## config.mk

```make
export PLATFORM = sky130hd
export DESIGN_NAME = table_wave_generator_record_playback_flat
export DESIGN_NICKNAME = d
export VERILOG_FILES = /design/src/rtl/twg_pkg.sv /design/src/rtl/twg_if.sv /design/src/rtl/twg_div.sv /design/src/rtl/twg_store.sv /design/src/rtl/table_wave_generator_record_playback.sv /design/src/flat_wrapper.sv
export SDC_FILE = /design/constraint.sdc
export NUM_CORES = 1
export LEC_CHECK = 0
export ABC_AREA = 1
export BUFFER_PORTS_ARGS = -buffer_cell sky130_fd_sc_hd__buf_2
export CAP_MARGIN = 20
export CORE_MARGIN = 2
export CORE_UTILIZATION = 64
export CTS_BUF_LIST = sky130_fd_sc_hd__clkbuf_8
export CTS_CLUSTER_DIAMETER = 60
export DETAILED_ROUTE_END_ITERATION = 7
export PLACE_DENSITY = 0.81
export SETUP_SLACK_MARGIN = 0.5
export SLEW_MARGIN = 20
export SYNTH_ARGS = -nofsm -noshare
export SYNTH_HDL_FRONTEND = slang
export SYNTH_SLANG_ARGS = --single-unit
```

## constraint.sdc

```tcl
create_clock -name clk -period 11.77 [get_ports clk]
set_input_delay 1.7655 -clock clk [delete_from_list [all_inputs] [get_ports clk]]
set_output_delay 1.7655 -clock clk [all_outputs]
set_load 0.02 [all_outputs]
```

## src/rtl/twg_pkg.sv

```systemverilog
// ----------------------------------------------------------------------------
// twg_pkg: shared types and constants for the table wave generator
// Item kinds, mode codes, register indexes, wave tables and the control
// structs between the sequencer, the divider and the sample store.
// ----------------------------------------------------------------------------
package twg_pkg;

  localparam int SAMPLES_PER_PERIOD = 20;
  localparam int ADDR_W     = $clog2(SAMPLES_PER_PERIOD);
  localparam int SAMPLE_W   = 10;
  localparam int DAC_W      = 8;
  localparam int POS_W      = 6;
  localparam int LED_W      = 2;
  localparam int KIND_W     = 2;
  localparam int TICK_W     = 14;
  localparam int CFG_IDX_W  = 2;
  localparam int CFG_DATA_W = 5;
  localparam int MODE_W     = 3;
  localparam int AMP_W      = 5;
  localparam int TAB_W      = 15;
  localparam int SCALED_W   = 20;

  // shared divider: two quotient bits per cycle
  localparam int DIV_W         = 26;
  localparam int DVS_W         = 17;
  localparam int DIV_STEP_BITS = 2;
  localparam int DIV_STEPS     = DIV_W / DIV_STEP_BITS;
  localparam int DIV_CNT_W     = $clog2(DIV_STEPS);

  // item kinds
  localparam logic [KIND_W-1:0] KIND_TICK  = 2'd0;
  localparam logic [KIND_W-1:0] KIND_START = 2'd1;
  localparam logic [KIND_W-1:0] KIND_KNOB  = 2'd2;

  // wave modes
  localparam logic [MODE_W-1:0] MODE_NORMAL   = 3'd0;
  localparam logic [MODE_W-1:0] MODE_SINE     = 3'd1;
  localparam logic [MODE_W-1:0] MODE_TRIANGLE = 3'd2;
  localparam logic [MODE_W-1:0] MODE_RECORD   = 3'd3;
  localparam logic [MODE_W-1:0] MODE_PLAYBACK = 3'd4;

  // register indexes
  localparam logic [CFG_IDX_W-1:0] REG_WAVE_MODE   = 2'd0;
  localparam logic [CFG_IDX_W-1:0] REG_AMPLITUDE   = 2'd1;
  localparam logic [CFG_IDX_W-1:0] REG_ADC_TEN_BIT = 2'd2;

  localparam logic [AMP_W-1:0]    AMP_MAX      = 5'd25;
  localparam logic [TICK_W-1:0]   PERIOD_RESET = 14'd10;
  localparam logic [SAMPLE_W-1:0] FS_TEN_BIT   = 10'd1023;
  localparam logic [SAMPLE_W-1:0] FS_EIGHT_BIT = 10'd255;

  localparam logic [SCALED_W-1:0] WAVE_GAIN    = 20'd51;
  localparam logic [DIV_W-1:0]    WAVE_BIAS    = 26'd50000;
  localparam logic [DVS_W-1:0]    WAVE_DIVISOR = 17'd100000;
  localparam logic [SCALED_W-1:0] PLAY_GAIN    = 20'd510;
  localparam logic [TAB_W-1:0]    KNOB_GAIN    = 15'd20;

  // (value + 1) in units of 1/10000
  localparam logic [TAB_W-1:0] SINE_TAB [SAMPLES_PER_PERIOD] = '{
    15'd10000, 15'd13090, 15'd15878, 15'd18090, 15'd19511,
    15'd20000, 15'd19511, 15'd18090, 15'd15878, 15'd13090,
    15'd10000, 15'd6910,  15'd4122,  15'd1910,  15'd489,
    15'd0,     15'd489,   15'd1910,  15'd4122,  15'd6910};

  localparam logic [TAB_W-1:0] TRI_TAB [SAMPLES_PER_PERIOD] = '{
    15'd10000, 15'd12000, 15'd14000, 15'd16000, 15'd18000,
    15'd19949, 15'd18000, 15'd16000, 15'd14000, 15'd12000,
    15'd10000, 15'd8000,  15'd6000,  15'd4000,  15'd2000,
    15'd51,    15'd2000,  15'd4000,  15'd6000,  15'd8000};

  // table entry pre-scaled by 255/5
  function automatic logic [SCALED_W-1:0] wave_scaled(input logic tri_sel,
                                                      input logic [ADDR_W-1:0] idx);
    logic [TAB_W-1:0] t;
    t = tri_sel ? TRI_TAB[idx] : SINE_TAB[idx];
    return SCALED_W'(t) * WAVE_GAIN;
  endfunction

  typedef struct packed {
    logic             start;
    logic [DIV_W-1:0] dividend;
    logic [DVS_W-1:0] divisor;
  } div_req_t;

  typedef struct packed {
    logic             done;
    logic [DIV_W-1:0] quotient;
  } div_rsp_t;

  typedef struct packed {
    logic                wr_en;
    logic [ADDR_W-1:0]   wr_addr;
    logic [SAMPLE_W-1:0] wr_data;
    logic                rd_en;
    logic [ADDR_W-1:0]   rd_addr;
  } store_cmd_t;

endpackage

```

## src/rtl/twg_if.sv

```systemverilog
// ----------------------------------------------------------------------------
// twg_if: request and response channels
// Valid/ready channels carrying one request item and one result item.
// ----------------------------------------------------------------------------
interface twg_req_if;
  import twg_pkg::*;

  logic                valid;
  logic                ready;
  logic [KIND_W-1:0]   mode;
  logic [SAMPLE_W-1:0] sample;

  modport source (output valid, output mode, output sample, input ready);
  modport sink   (input valid, input mode, input sample, output ready);
endinterface

interface twg_rsp_if;
  import twg_pkg::*;

  logic                    valid;
  logic                    ready;
  logic [DAC_W-1:0]        dac_value;
  logic                    dac_written;
  logic signed [POS_W-1:0] position;
  logic [LED_W-1:0]        led_level;

  modport source (output valid, output dac_value, output dac_written,
                  output position, output led_level, input ready);
  modport sink   (input valid, input dac_value, input dac_written,
                  input position, input led_level, output ready);
endinterface

```

## src/rtl/twg_div.sv

```systemverilog
// ----------------------------------------------------------------------------
// twg_div: shared iterative divider
// Restoring division, two quotient bits per cycle; done pulses for one
// cycle when the quotient is ready.
// ----------------------------------------------------------------------------
module twg_div (
  input  logic              clk,
  input  logic              rst,
  input  twg_pkg::div_req_t req,
  output twg_pkg::div_rsp_t rsp
);
  import twg_pkg::*;

  logic                 busy;
  logic                 done;
  logic [DIV_CNT_W-1:0] count;
  logic [DVS_W-1:0]     rem;
  logic [DVS_W-1:0]     dvs;
  logic [DIV_W-1:0]     quo;
  logic [DVS_W-1:0]     rem_next;
  logic [DIV_W-1:0]     quo_next;

  always_comb begin
    logic [DVS_W:0] trial;
    rem_next = rem;
    quo_next = quo;
    for (int i = 0; i < DIV_STEP_BITS; i++) begin
      trial    = {rem_next, quo_next[DIV_W-1]};
      quo_next = {quo_next[DIV_W-2:0], 1'b0};
      if (trial >= {1'b0, dvs}) begin
        trial       = trial - {1'b0, dvs};
        quo_next[0] = 1'b1;
      end
      rem_next = trial[DVS_W-1:0];
    end
  end

  always_ff @(posedge clk) begin
    if (rst) begin
      busy  <= 1'b0;
      done  <= 1'b0;
      count <= '0;
    end else begin
      done <= 1'b0;
      if (req.start) begin
        busy  <= 1'b1;
        count <= DIV_CNT_W'(DIV_STEPS - 1);
      end else if (busy) begin
        count <= count - 1'b1;
        if (count == '0) begin
          busy <= 1'b0;
          done <= 1'b1;
        end
      end
    end
  end

  always_ff @(posedge clk) begin
    if (req.start) begin
      rem <= '0;
      dvs <= req.divisor;
      quo <= req.dividend;
    end else if (busy) begin
      rem <= rem_next;
      quo <= quo_next;
    end
  end

  assign rsp.done     = done;
  assign rsp.quotient = quo;

endmodule

```

## src/rtl/twg_store.sv

```systemverilog
// ----------------------------------------------------------------------------
// twg_store: record sample store
// One write port, one registered read port. Per-entry valid bits make
// unwritten entries read as zero after reset.
// ----------------------------------------------------------------------------
module twg_store (
  input  logic                          clk,
  input  logic                          rst,
  input  twg_pkg::store_cmd_t           cmd,
  output logic [twg_pkg::SAMPLE_W-1:0]  rd_data
);
  import twg_pkg::*;

  logic [SAMPLE_W-1:0]           mem [SAMPLES_PER_PERIOD];
  logic [SAMPLES_PER_PERIOD-1:0] filled;

  always_ff @(posedge clk) begin
    if (cmd.wr_en) begin
      mem[cmd.wr_addr] <= cmd.wr_data;
    end
  end

  always_ff @(posedge clk) begin
    if (rst) begin
      filled <= '0;
    end else if (cmd.wr_en) begin
      filled[cmd.wr_addr] <= 1'b1;
    end
  end

  // one item in flight, so a read never meets a write to the same entry
  always_ff @(posedge clk) begin
    if (cmd.rd_en) begin
      rd_data <= filled[cmd.rd_addr] ? mem[cmd.rd_addr] : '0;
    end
  end

endmodule

```

## src/rtl/table_wave_generator_record_playback.sv

```systemverilog
// ----------------------------------------------------------------------------
// table_wave_generator_record_playback: table wave generator with record
// and playback
// Paces an 8-bit converter level from ticks, knob samples and start events.
// ----------------------------------------------------------------------------
// Usage:
//   req carries one item per request: mode (0 tick, 1 start, 2 knob) and a
//   10-bit sample. rsp returns exactly one result per request: the current
//   converter level, whether this request wrote it, the table or buffer
//   position and the knob LED level.
//   Registers are written through wr_en/wr_index/wr_data while the block
//   is idle; writing the wave mode returns the position to idle (-1).
//   Flow: a request that ends a wave period, ends a playback period with the
//   position in range, or carries a nonzero knob sample passes through S_MUL
//   (operand setup), the shared divider in S_DIV (two quotient bits per step)
//   and S_DONE; all other requests go from S_IDLE straight to S_DONE.
//   Playback reads the sample store through its registered read port.
//   The result sits in an output register; a new request is taken while it
//   waits, but its own result stays in the sequencer until rsp drains.
//   Reset: wave mode normal, amplitude 2.5 V, 10-bit converter, period of
//   10 ticks, output enabled, level 0, store reads as all zeros.
// ----------------------------------------------------------------------------
module table_wave_generator_record_playback (
  input  logic                             clk,
  input  logic                             rst,
  input  logic                             wr_en,
  input  logic [twg_pkg::CFG_IDX_W-1:0]    wr_index,
  input  logic [twg_pkg::CFG_DATA_W-1:0]   wr_data,
  twg_req_if.sink                          req,
  twg_rsp_if.source                        rsp
);
  import twg_pkg::*;

  typedef enum logic [3:0] {
    S_IDLE = 4'b0001,
    S_MUL  = 4'b0010,
    S_DIV  = 4'b0100,
    S_DONE = 4'b1000
  } state_t;

  typedef enum logic [1:0] {
    OP_WAVE,
    OP_PLAY,
    OP_KNOB
  } op_t;

  // configuration
  logic [MODE_W-1:0]       wave_mode;
  logic [AMP_W-1:0]        amplitude;
  logic                    adc_ten_bit;

  // block state
  state_t                  state;
  op_t                     op;
  logic signed [POS_W-1:0] pos;
  logic [TICK_W-1:0]       tick_count;
  logic [TICK_W-1:0]       period_ticks;
  logic                    out_en;
  logic [LED_W-1:0]        led;
  logic [DAC_W-1:0]        dac_level;
  logic                    written;
  logic [SAMPLE_W-1:0]     knob_sample;
  logic [SCALED_W-1:0]     wave_t;

  // output register
  logic                    out_valid;
  logic [DAC_W-1:0]        out_dac;
  logic                    out_written;
  logic signed [POS_W-1:0] out_pos;
  logic [LED_W-1:0]        out_led;

  div_req_t                div_req;
  div_rsp_t                div_rsp;
  store_cmd_t              store_cmd;
  logic [SAMPLE_W-1:0]     store_rd;

  logic                    accept;
  logic                    out_free;
  logic [SAMPLE_W-1:0]     fs;
  logic                    pos_ok;
  logic [ADDR_W-1:0]       wave_idx;
  logic [ADDR_W-1:0]       wave_idx_next;
  logic [TICK_W:0]         cnt_inc;
  logic                    period_hit;
  logic                    is_wave;
  logic                    tick_writes;
  logic                    needs_div;
  logic [LED_W+SAMPLE_W-1:0] k4;
  logic [LED_W+SAMPLE_W-1:0] k2;
  logic [LED_W+SAMPLE_W-1:0] fs_w;
  logic [LED_W+SAMPLE_W-1:0] fs3;
  logic [LED_W-1:0]        led_next;
  logic [DIV_W-2:0]        wave_prod;
  logic [SCALED_W-1:0]     play_prod;
  logic [TAB_W-1:0]        knob_num;
  logic [DAC_W-1:0]        div_sat;

  assign accept   = req.valid && req.ready;
  assign out_free = !out_valid || rsp.ready;
  assign fs       = adc_ten_bit ? FS_TEN_BIT : FS_EIGHT_BIT;
  assign is_wave  = (wave_mode == MODE_SINE) || (wave_mode == MODE_TRIANGLE);

  // position -1 or past the end counts as out of range
  assign pos_ok        = !pos[POS_W-1] && (pos[ADDR_W-1:0] < ADDR_W'(SAMPLES_PER_PERIOD));
  assign wave_idx      = pos_ok ? pos[ADDR_W-1:0] : '0;
  assign wave_idx_next = (wave_idx == ADDR_W'(SAMPLES_PER_PERIOD - 1)) ? '0
                                                                       : wave_idx + 1'b1;

  assign cnt_inc    = {1'b0, tick_count} + 1'b1;
  assign period_hit = accept && (req.mode == KIND_TICK) && out_en &&
                      (cnt_inc >= {1'b0, period_ticks});

  // a tick writes the level when the output is off or a wave/playback period ends
  assign tick_writes = (req.mode == KIND_TICK) &&
                       (!out_en || (period_hit && (is_wave || (wave_mode == MODE_PLAYBACK))));
  assign needs_div   = (period_hit && (is_wave || ((wave_mode == MODE_PLAYBACK) && pos_ok))) ||
                       ((req.mode == KIND_KNOB) && (req.sample != '0));

  // knob quartile
  assign k4   = {req.sample, 2'b00};
  assign k2   = {1'b0, req.sample, 1'b0};
  assign fs_w = (LED_W + SAMPLE_W)'(fs);
  assign fs3  = fs_w + {fs_w[LED_W+SAMPLE_W-2:0], 1'b0};

  always_comb begin
    if (k4 < fs_w) begin
      led_next = 2'd0;
    end else if (k2 < fs_w) begin
      led_next = 2'd1;
    end else if (k4 < fs3) begin
      led_next = 2'd2;
    end else begin
      led_next = 2'd3;
    end
  end

  // store access happens on the accepting edge
  always_comb begin
    store_cmd.wr_en   = period_hit && (wave_mode == MODE_RECORD) && pos_ok;
    store_cmd.wr_addr = pos[ADDR_W-1:0];
    store_cmd.wr_data = req.sample;
    store_cmd.rd_en   = period_hit && (wave_mode == MODE_PLAYBACK) && pos_ok;
    store_cmd.rd_addr = pos[ADDR_W-1:0];
  end

  twg_store u_store (
    .clk     (clk),
    .rst     (rst),
    .cmd     (store_cmd),
    .rd_data (store_rd)
  );

  // divider operands
  assign wave_prod = (DIV_W - 1)'(wave_t) * (DIV_W - 1)'(amplitude);
  assign play_prod = SCALED_W'(store_rd) * PLAY_GAIN;
  assign knob_num  = TAB_W'(fs) * KNOB_GAIN + TAB_W'(knob_sample);

  always_comb begin
    div_req.start = (state == S_MUL);
    case (op)
      OP_WAVE: begin
        div_req.dividend = {1'b0, wave_prod} + WAVE_BIAS;
        div_req.divisor  = WAVE_DIVISOR;
      end
      OP_PLAY: begin
        div_req.dividend = DIV_W'(play_prod) + DIV_W'(fs);
        div_req.divisor  = DVS_W'({fs, 1'b0});
      end
      OP_KNOB: begin
        div_req.dividend = DIV_W'(knob_num);
        div_req.divisor  = DVS_W'({knob_sample, 1'b0});
      end
      default: begin
        div_req.dividend = '0;
        div_req.divisor  = WAVE_DIVISOR;
      end
    endcase
  end

  twg_div u_div (
    .clk (clk),
    .rst (rst),
    .req (div_req),
    .rsp (div_rsp)
  );

  assign div_sat = (div_rsp.quotient > DIV_W'(8'hFF)) ? 8'hFF
                                                      : div_rsp.quotient[DAC_W-1:0];

  // payload registers
  always_ff @(posedge clk) begin
    if (accept) begin
      knob_sample <= req.sample;
      wave_t      <= wave_scaled(wave_mode == MODE_TRIANGLE, wave_idx);
    end
  end

  always_ff @(posedge clk) begin
    if (rst) begin
      state        <= S_IDLE;
      op           <= OP_WAVE;
      wave_mode    <= MODE_NORMAL;
      amplitude    <= AMP_MAX;
      adc_ten_bit  <= 1'b1;
      pos          <= '1;
      tick_count   <= '0;
      period_ticks <= PERIOD_RESET;
      out_en       <= 1'b1;
      led          <= '0;
      dac_level    <= '0;
      written      <= 1'b0;
    end else begin
      case (state)
        S_IDLE: begin
          if (accept) begin
            written <= tick_writes;
            state   <= needs_div ? S_MUL : S_DONE;
            case (req.mode)
              KIND_TICK: begin
                if (!out_en) begin
                  dac_level <= '0;
                end else if (!period_hit) begin
                  tick_count <= cnt_inc[TICK_W-1:0];
                end else begin
                  tick_count <= '0;
                  if (wave_mode == MODE_RECORD) begin
                    if (pos_ok) begin
                      pos <= pos + 6'sd1;
                    end
                  end else if (is_wave) begin
                    pos <= {1'b0, wave_idx_next};
                    op  <= OP_WAVE;
                  end else if (wave_mode == MODE_PLAYBACK) begin
                    if (pos_ok) begin
                      pos <= pos + 6'sd1;
                      op  <= OP_PLAY;
                    end else begin
                      dac_level <= '0;
                    end
                  end
                end
              end
              KIND_START: begin
                if (wave_mode inside {MODE_RECORD, MODE_PLAYBACK}) begin
                  pos <= '0;
                end else if (is_wave && (amplitude < AMP_MAX)) begin
                  amplitude <= amplitude + 1'b1;
                end
              end
              KIND_KNOB: begin
                led <= led_next;
                if (req.sample == '0) begin
                  out_en <= 1'b0;
                end else begin
                  out_en <= 1'b1;
                  op     <= OP_KNOB;
                end
              end
              default: begin
              end
            endcase
          end
        end
        S_MUL: begin
          state <= S_DIV;
        end
        S_DIV: begin
          if (div_rsp.done) begin
            if (op == OP_KNOB) begin
              period_ticks <= div_rsp.quotient[TICK_W-1:0];
            end else begin
              dac_level <= div_sat;
            end
            state <= S_DONE;
          end
        end
        S_DONE: begin
          if (out_free) begin
            state <= S_IDLE;
          end
        end
        default: begin
          state <= S_IDLE;
        end
      endcase

      // register writes must arrive only while idle; the block itself does not enforce this
      if (wr_en) begin
        case (wr_index)
          REG_WAVE_MODE: begin
            wave_mode <= wr_data[MODE_W-1:0];
            pos       <= '1;
          end
          REG_AMPLITUDE:   amplitude   <= wr_data[AMP_W-1:0];
          REG_ADC_TEN_BIT: adc_ten_bit <= wr_data[0];
          default: begin
          end
        endcase
      end
    end
  end

  // output register
  always_ff @(posedge clk) begin
    if (rst) begin
      out_valid <= 1'b0;
    end else if ((state == S_DONE) && out_free) begin
      out_valid <= 1'b1;
    end else if (rsp.ready) begin
      out_valid <= 1'b0;
    end
  end

  always_ff @(posedge clk) begin
    if ((state == S_DONE) && out_free) begin
      out_dac     <= dac_level;
      out_written <= written;
      out_pos     <= pos;
      out_led     <= led;
    end
  end

  assign req.ready       = (state == S_IDLE);
  assign rsp.valid       = out_valid;
  assign rsp.dac_value   = out_dac;
  assign rsp.dac_written = out_written;
  assign rsp.position    = out_pos;
  assign rsp.led_level   = out_led;

  // checks
  a_div_done_in_div: assert property (@(posedge clk) disable iff (rst)
    div_rsp.done |-> (state == S_DIV))
    else $error("divider finished outside the divide state");

  a_one_in_flight: assert property (@(posedge clk) disable iff (rst)
    accept |=> !req.ready)
    else $error("request taken while another is in flight");

  a_period_nonzero: assert property (@(posedge clk) disable iff (rst)
    period_ticks != '0)
    else $error("sample period became zero");

  a_pos_range: assert property (@(posedge clk) disable iff (rst)
    (pos == -6'sd1) || (!pos[POS_W-1] && (pos <= 6'sd20)))
    else $error("position out of range");

endmodule

```

## src/flat_wrapper.sv

```systemverilog
// flat-port wrapper written by rule: the top's interface ports become plain ports
module table_wave_generator_record_playback_flat import twg_pkg::*;
  (clk, rst, wr_en, wr_index, wr_data, req_valid, req_mode, req_sample, req_ready, rsp_valid, rsp_dac_value, rsp_dac_written, rsp_position, rsp_led_level, rsp_ready);
  twg_req_if req_i ();
  twg_rsp_if rsp_i ();
  input  logic clk;
  input  logic rst;
  input  logic wr_en;
  input  logic [twg_pkg::CFG_IDX_W-1:0] wr_index;
  input  logic [twg_pkg::CFG_DATA_W-1:0] wr_data;
  input wire logic [$bits(req_i.valid)-1:0] req_valid;
  input wire logic [$bits(req_i.mode)-1:0] req_mode;
  input wire logic [$bits(req_i.sample)-1:0] req_sample;
  output wire logic [$bits(req_i.ready)-1:0] req_ready;
  output wire logic [$bits(rsp_i.valid)-1:0] rsp_valid;
  output wire logic [$bits(rsp_i.dac_value)-1:0] rsp_dac_value;
  output wire logic [$bits(rsp_i.dac_written)-1:0] rsp_dac_written;
  output wire logic [$bits(rsp_i.position)-1:0] rsp_position;
  output wire logic [$bits(rsp_i.led_level)-1:0] rsp_led_level;
  input wire logic [$bits(rsp_i.ready)-1:0] rsp_ready;
  assign req_i.valid = req_valid;
  assign req_i.mode = req_mode;
  assign req_i.sample = req_sample;
  assign req_ready = req_i.ready;
  assign rsp_valid = rsp_i.valid;
  assign rsp_dac_value = rsp_i.dac_value;
  assign rsp_dac_written = rsp_i.dac_written;
  assign rsp_position = rsp_i.position;
  assign rsp_led_level = rsp_i.led_level;
  assign rsp_i.ready = rsp_ready;
  table_wave_generator_record_playback u_core (.clk(clk), .rst(rst), .wr_en(wr_en), .wr_index(wr_index), .wr_data(wr_data), .req(req_i), .rsp(rsp_i));
endmodule
```

==> results.sh <==
export IMPL_outcome="finished clean"
export IMPL_cts_htree_levels=3
export IMPL_drive_gt1_frac=0.0664
export IMPL_hold_violations=0
export IMPL_hold_buffers=0
export IMPL_finalCritPeriodShare=0.584
export IMPL_slowest_delay_ns=0.71
export IMPL_insertion_delay_ns=0.63
export IMPL_path_class="reg -> reg"
export IMPL_numPlacedInstances=3588
export IMPL_drt_iter0_drc=2044
export IMPL_critPathRequiredTime_ns=12.12
export IMPL_pre_cts_ws_ns=5.00
export IMPL_nets=3467
export IMPL_wl_per_cell_um=18.3
export IMPL_startpoint_type="register"
export IMPL_grt_pass1_vias=22093
export IMPL_final_cell_mix="nand2_1, inv_1, edfxtp_1"
export IMPL_die_w_um=209
export IMPL_ff_latch_area_um2=10900
export IMPL_cts_clk_slew_worst_paths_ns=0.07
export IMPL_numClockSinks=399
export IMPL_numCtsBuffers=66
export IMPL_vias=21983
export IMPL_ios=43
export IMPL_slowest_stage="dfxtp_1"
export IMPL_worstPathMaxFanout=18
export IMPL_multi_input_area_um2=13600
export IMPL_cap_violations=0
export IMPL_path_common_cell="inv_1"
export IMPL_timing_final_ws_setup_ns=4.89
export IMPL_post_route_min_period_ns=6.88
export IMPL_leakagePower_uw=0.0128
export IMPL_diodes=0
export IMPL_finalSetupViolations=0
export IMPL_async_flop_share=0
export IMPL_grt_overflow_total=0
export IMPL_power_per_cell_area_nw_per_um2=190
export IMPL_synth_fp_nets=3432
export IMPL_place_port_buffers=42
export IMPL_fill_cells=3140
export IMPL_die_height_um=209
export IMPL_synth_area_um2=26800
export IMPL_ys_ff_latch=399
export IMPL_drc=0
export IMPL_tns_ns=0
export IMPL_avgViaCountPerCell=5.93
export IMPL_dp_hpwl_um=49800
export IMPL_power_uw=5470
export IMPL_cts_resized=0
export IMPL_antenna_found_initial=0
export IMPL_clockBufferDepth=3
export IMPL_initial_core_util=0.652
export IMPL_cts_setup_buffers=0
export IMPL_dieArea_um2=43500
export IMPL_firstDrtPassIters=6
export IMPL_utilization=0.699
export IMPL_synth_edff_count=294
export IMPL_ir_drop_mv=0.187
export IMPL_layoutNonFillerInstCount=3708
export IMPL_place_congestion=0.938
export IMPL_synth_cells=3089
export IMPL_coreArea_um2=41100
export IMPL_r2r_slack_ns=4.89
export IMPL_ant_nets=0
export IMPL_setup_worst_path_end_class="register"
export IMPL_worstMarginPinSlew_ns=1.13
export IMPL_critPathArrivalTime_ns=7.23
export IMPL_syn_avg_cell_area_um2=8.68
export IMPL_clock_tree_root_cell="clkbuf_8"
export IMPL_fin_skew_ns=0.0482
export IMPL_track_usage=0.314
export IMPL_max_clock_freq_mhz=145
export IMPL_synthFlopType="edfxtp_1"
export IMPL_syn_to_final_growth_pct=7.17
export IMPL_grt_setup_unrepaired="false"
export IMPL_synth_seq_area_share=0.408
export IMPL_maxSlewHeadroom=0.246
export IMPL_layout_commonest_cell="nand2_1"
export IMPL_grt_first_pass_wirelength_um=110000
export IMPL_rows=74
export IMPL_synth_cell_types=65
export IMPL_grt_max_degree=113
export IMPL_drt_wl_total_um=67800
export IMPL_drv_slew=0
export IMPL_hold_path_class="reg -> reg"
export IMPL_yosys_warnings=0
export IMPL_cts_tree="built"
==> per-layer routing <==
metal  track usage  share of wire  vias to the layer above
met3        0.0425          0.072                      180
met1         0.392           0.39                    10459
met4         0.149          0.041                        0
met5             0              0                        -
met2         0.545           0.49                      971
li1              -              -                    10373
==> Yosys cell counts, types with 5 or more instances <==
cell,n,share of area
a21oi_1,204,0.038
a221oi_1,12,0.0039
a22o_1,8,0.0026
a22oi_1,5,0.0014
a31oi_1,10,0.0023
buf_2,8,0.0015
clkbuf_1,77,0.011
dfxtp_1,105,0.078
edfxtp_1,294,0.33
fa_1,119,0.089
ha_1,200,0.093
inv_1,485,0.068
inv_2,13,0.0018
nand2_1,533,0.075
nand2_2,7,0.0016
nand3_1,166,0.031
nand3b_1,8,0.0022
nand4_1,21,0.0049
nor2_1,288,0.040
nor2_2,5,0.0012
nor3_1,22,0.0041
nor4_1,8,0.0019
o211ai_1,15,0.0042
o21ai_0,255,0.048
o21ai_1,5,0.00093
o21bai_1,8,0.0022
o221ai_1,5,0.0016
o22ai_1,53,0.012
o31ai_1,6,0.0017
or2_2,13,0.0030
xnor2_1,20,0.0065
xor2_1,50,0.016
==> stage by stage <==
step / hold slack (ns) / cell area (um2)
6_report: 0.432 / 28700
5_1_grt: 0.439 / 28700
4_1_cts: 0.425 / 28700
3_5_place_dp: 0.419 / 27400
3_3_place_gp: 0.415 / 27400
2_1_floorplan: 0.403 / 26800
==> path summary, 6_finish.rpt <==
kind,cells past startpoint,end,start
worst min-delay path,0,u_core.rsp.dac_written$_DFFE_PP_,u_core.written$_SDFFE_PP0P_
worst min register to register,0,u_core.rsp.dac_written$_DFFE_PP_,u_core.written$_SDFFE_PP0P_
worst max register to register,28,u_core.wave_t[17]$_DFFE_PP_,u_core.pos[4]$_SDFF_PP1_
worst max-delay path,28,u_core.wave_t[17]$_DFFE_PP_,u_core.pos[4]$_SDFF_PP1_
==> registers in the layout (all words and copies together) (netlist names), 6 cells and up <==
name                    flops
u_core.dac_level            8
u_core.knob_sample         10
u_core.period_ticks        14
u_core.pos                  6
u_core.rsp.dac_value        8
u_core.rsp.position         6
u_core.tick_count          14
u_core.u_div.dvs           11
u_core.u_div.quo           26
u_core.u_div.rem           17
u_core.u_store.filled      20
u_core.u_store.mem        200
u_core.u_store.rd_data     10
u_core.wave_t              20
==> report_power, final <==
group | total, uW | switching, uW | internal, uW
combinational | 2620 | 1660 | 954
sequential | 1650 | 71.7 | 1580
clock | 1200 | 575 | 627
total | 5470 | 2310 | 3160
==> cell type report <==
type / count / share of cell area
clock inverters: 50 / 0.0112
well taps: 532 / 0.0232
multi-input cells: 2097 / 0.474
flip-flops and latches: 399 / 0.381
repair buffers: 61 / 0.0123
clock buffers: 70 / 0.0335
inverters: 499 / 0.0652
==> critical path, delay by kind of cell, from the launching register on <==
kind	cells	cell delay, ns
compound gates	10	2.35
buf+inv	6	0.91
fa+ha+maj	6	2.20
simple gates	6	0.46
flops	1	0.71
==> cell families after synthesis <==
logic type,Yosys count,synth area share
AND/OR/NAND/NOR,1091,0.173
AO/OA/AOI/OAI,617,0.129
buffers and inverters,593,0.0849
flip-flops,399,0.408
adder cells (fa/ha/maj),319,0.182
XOR/XNOR,70,0.0229
Note: power is estimated with default switching activity, not from simulation.
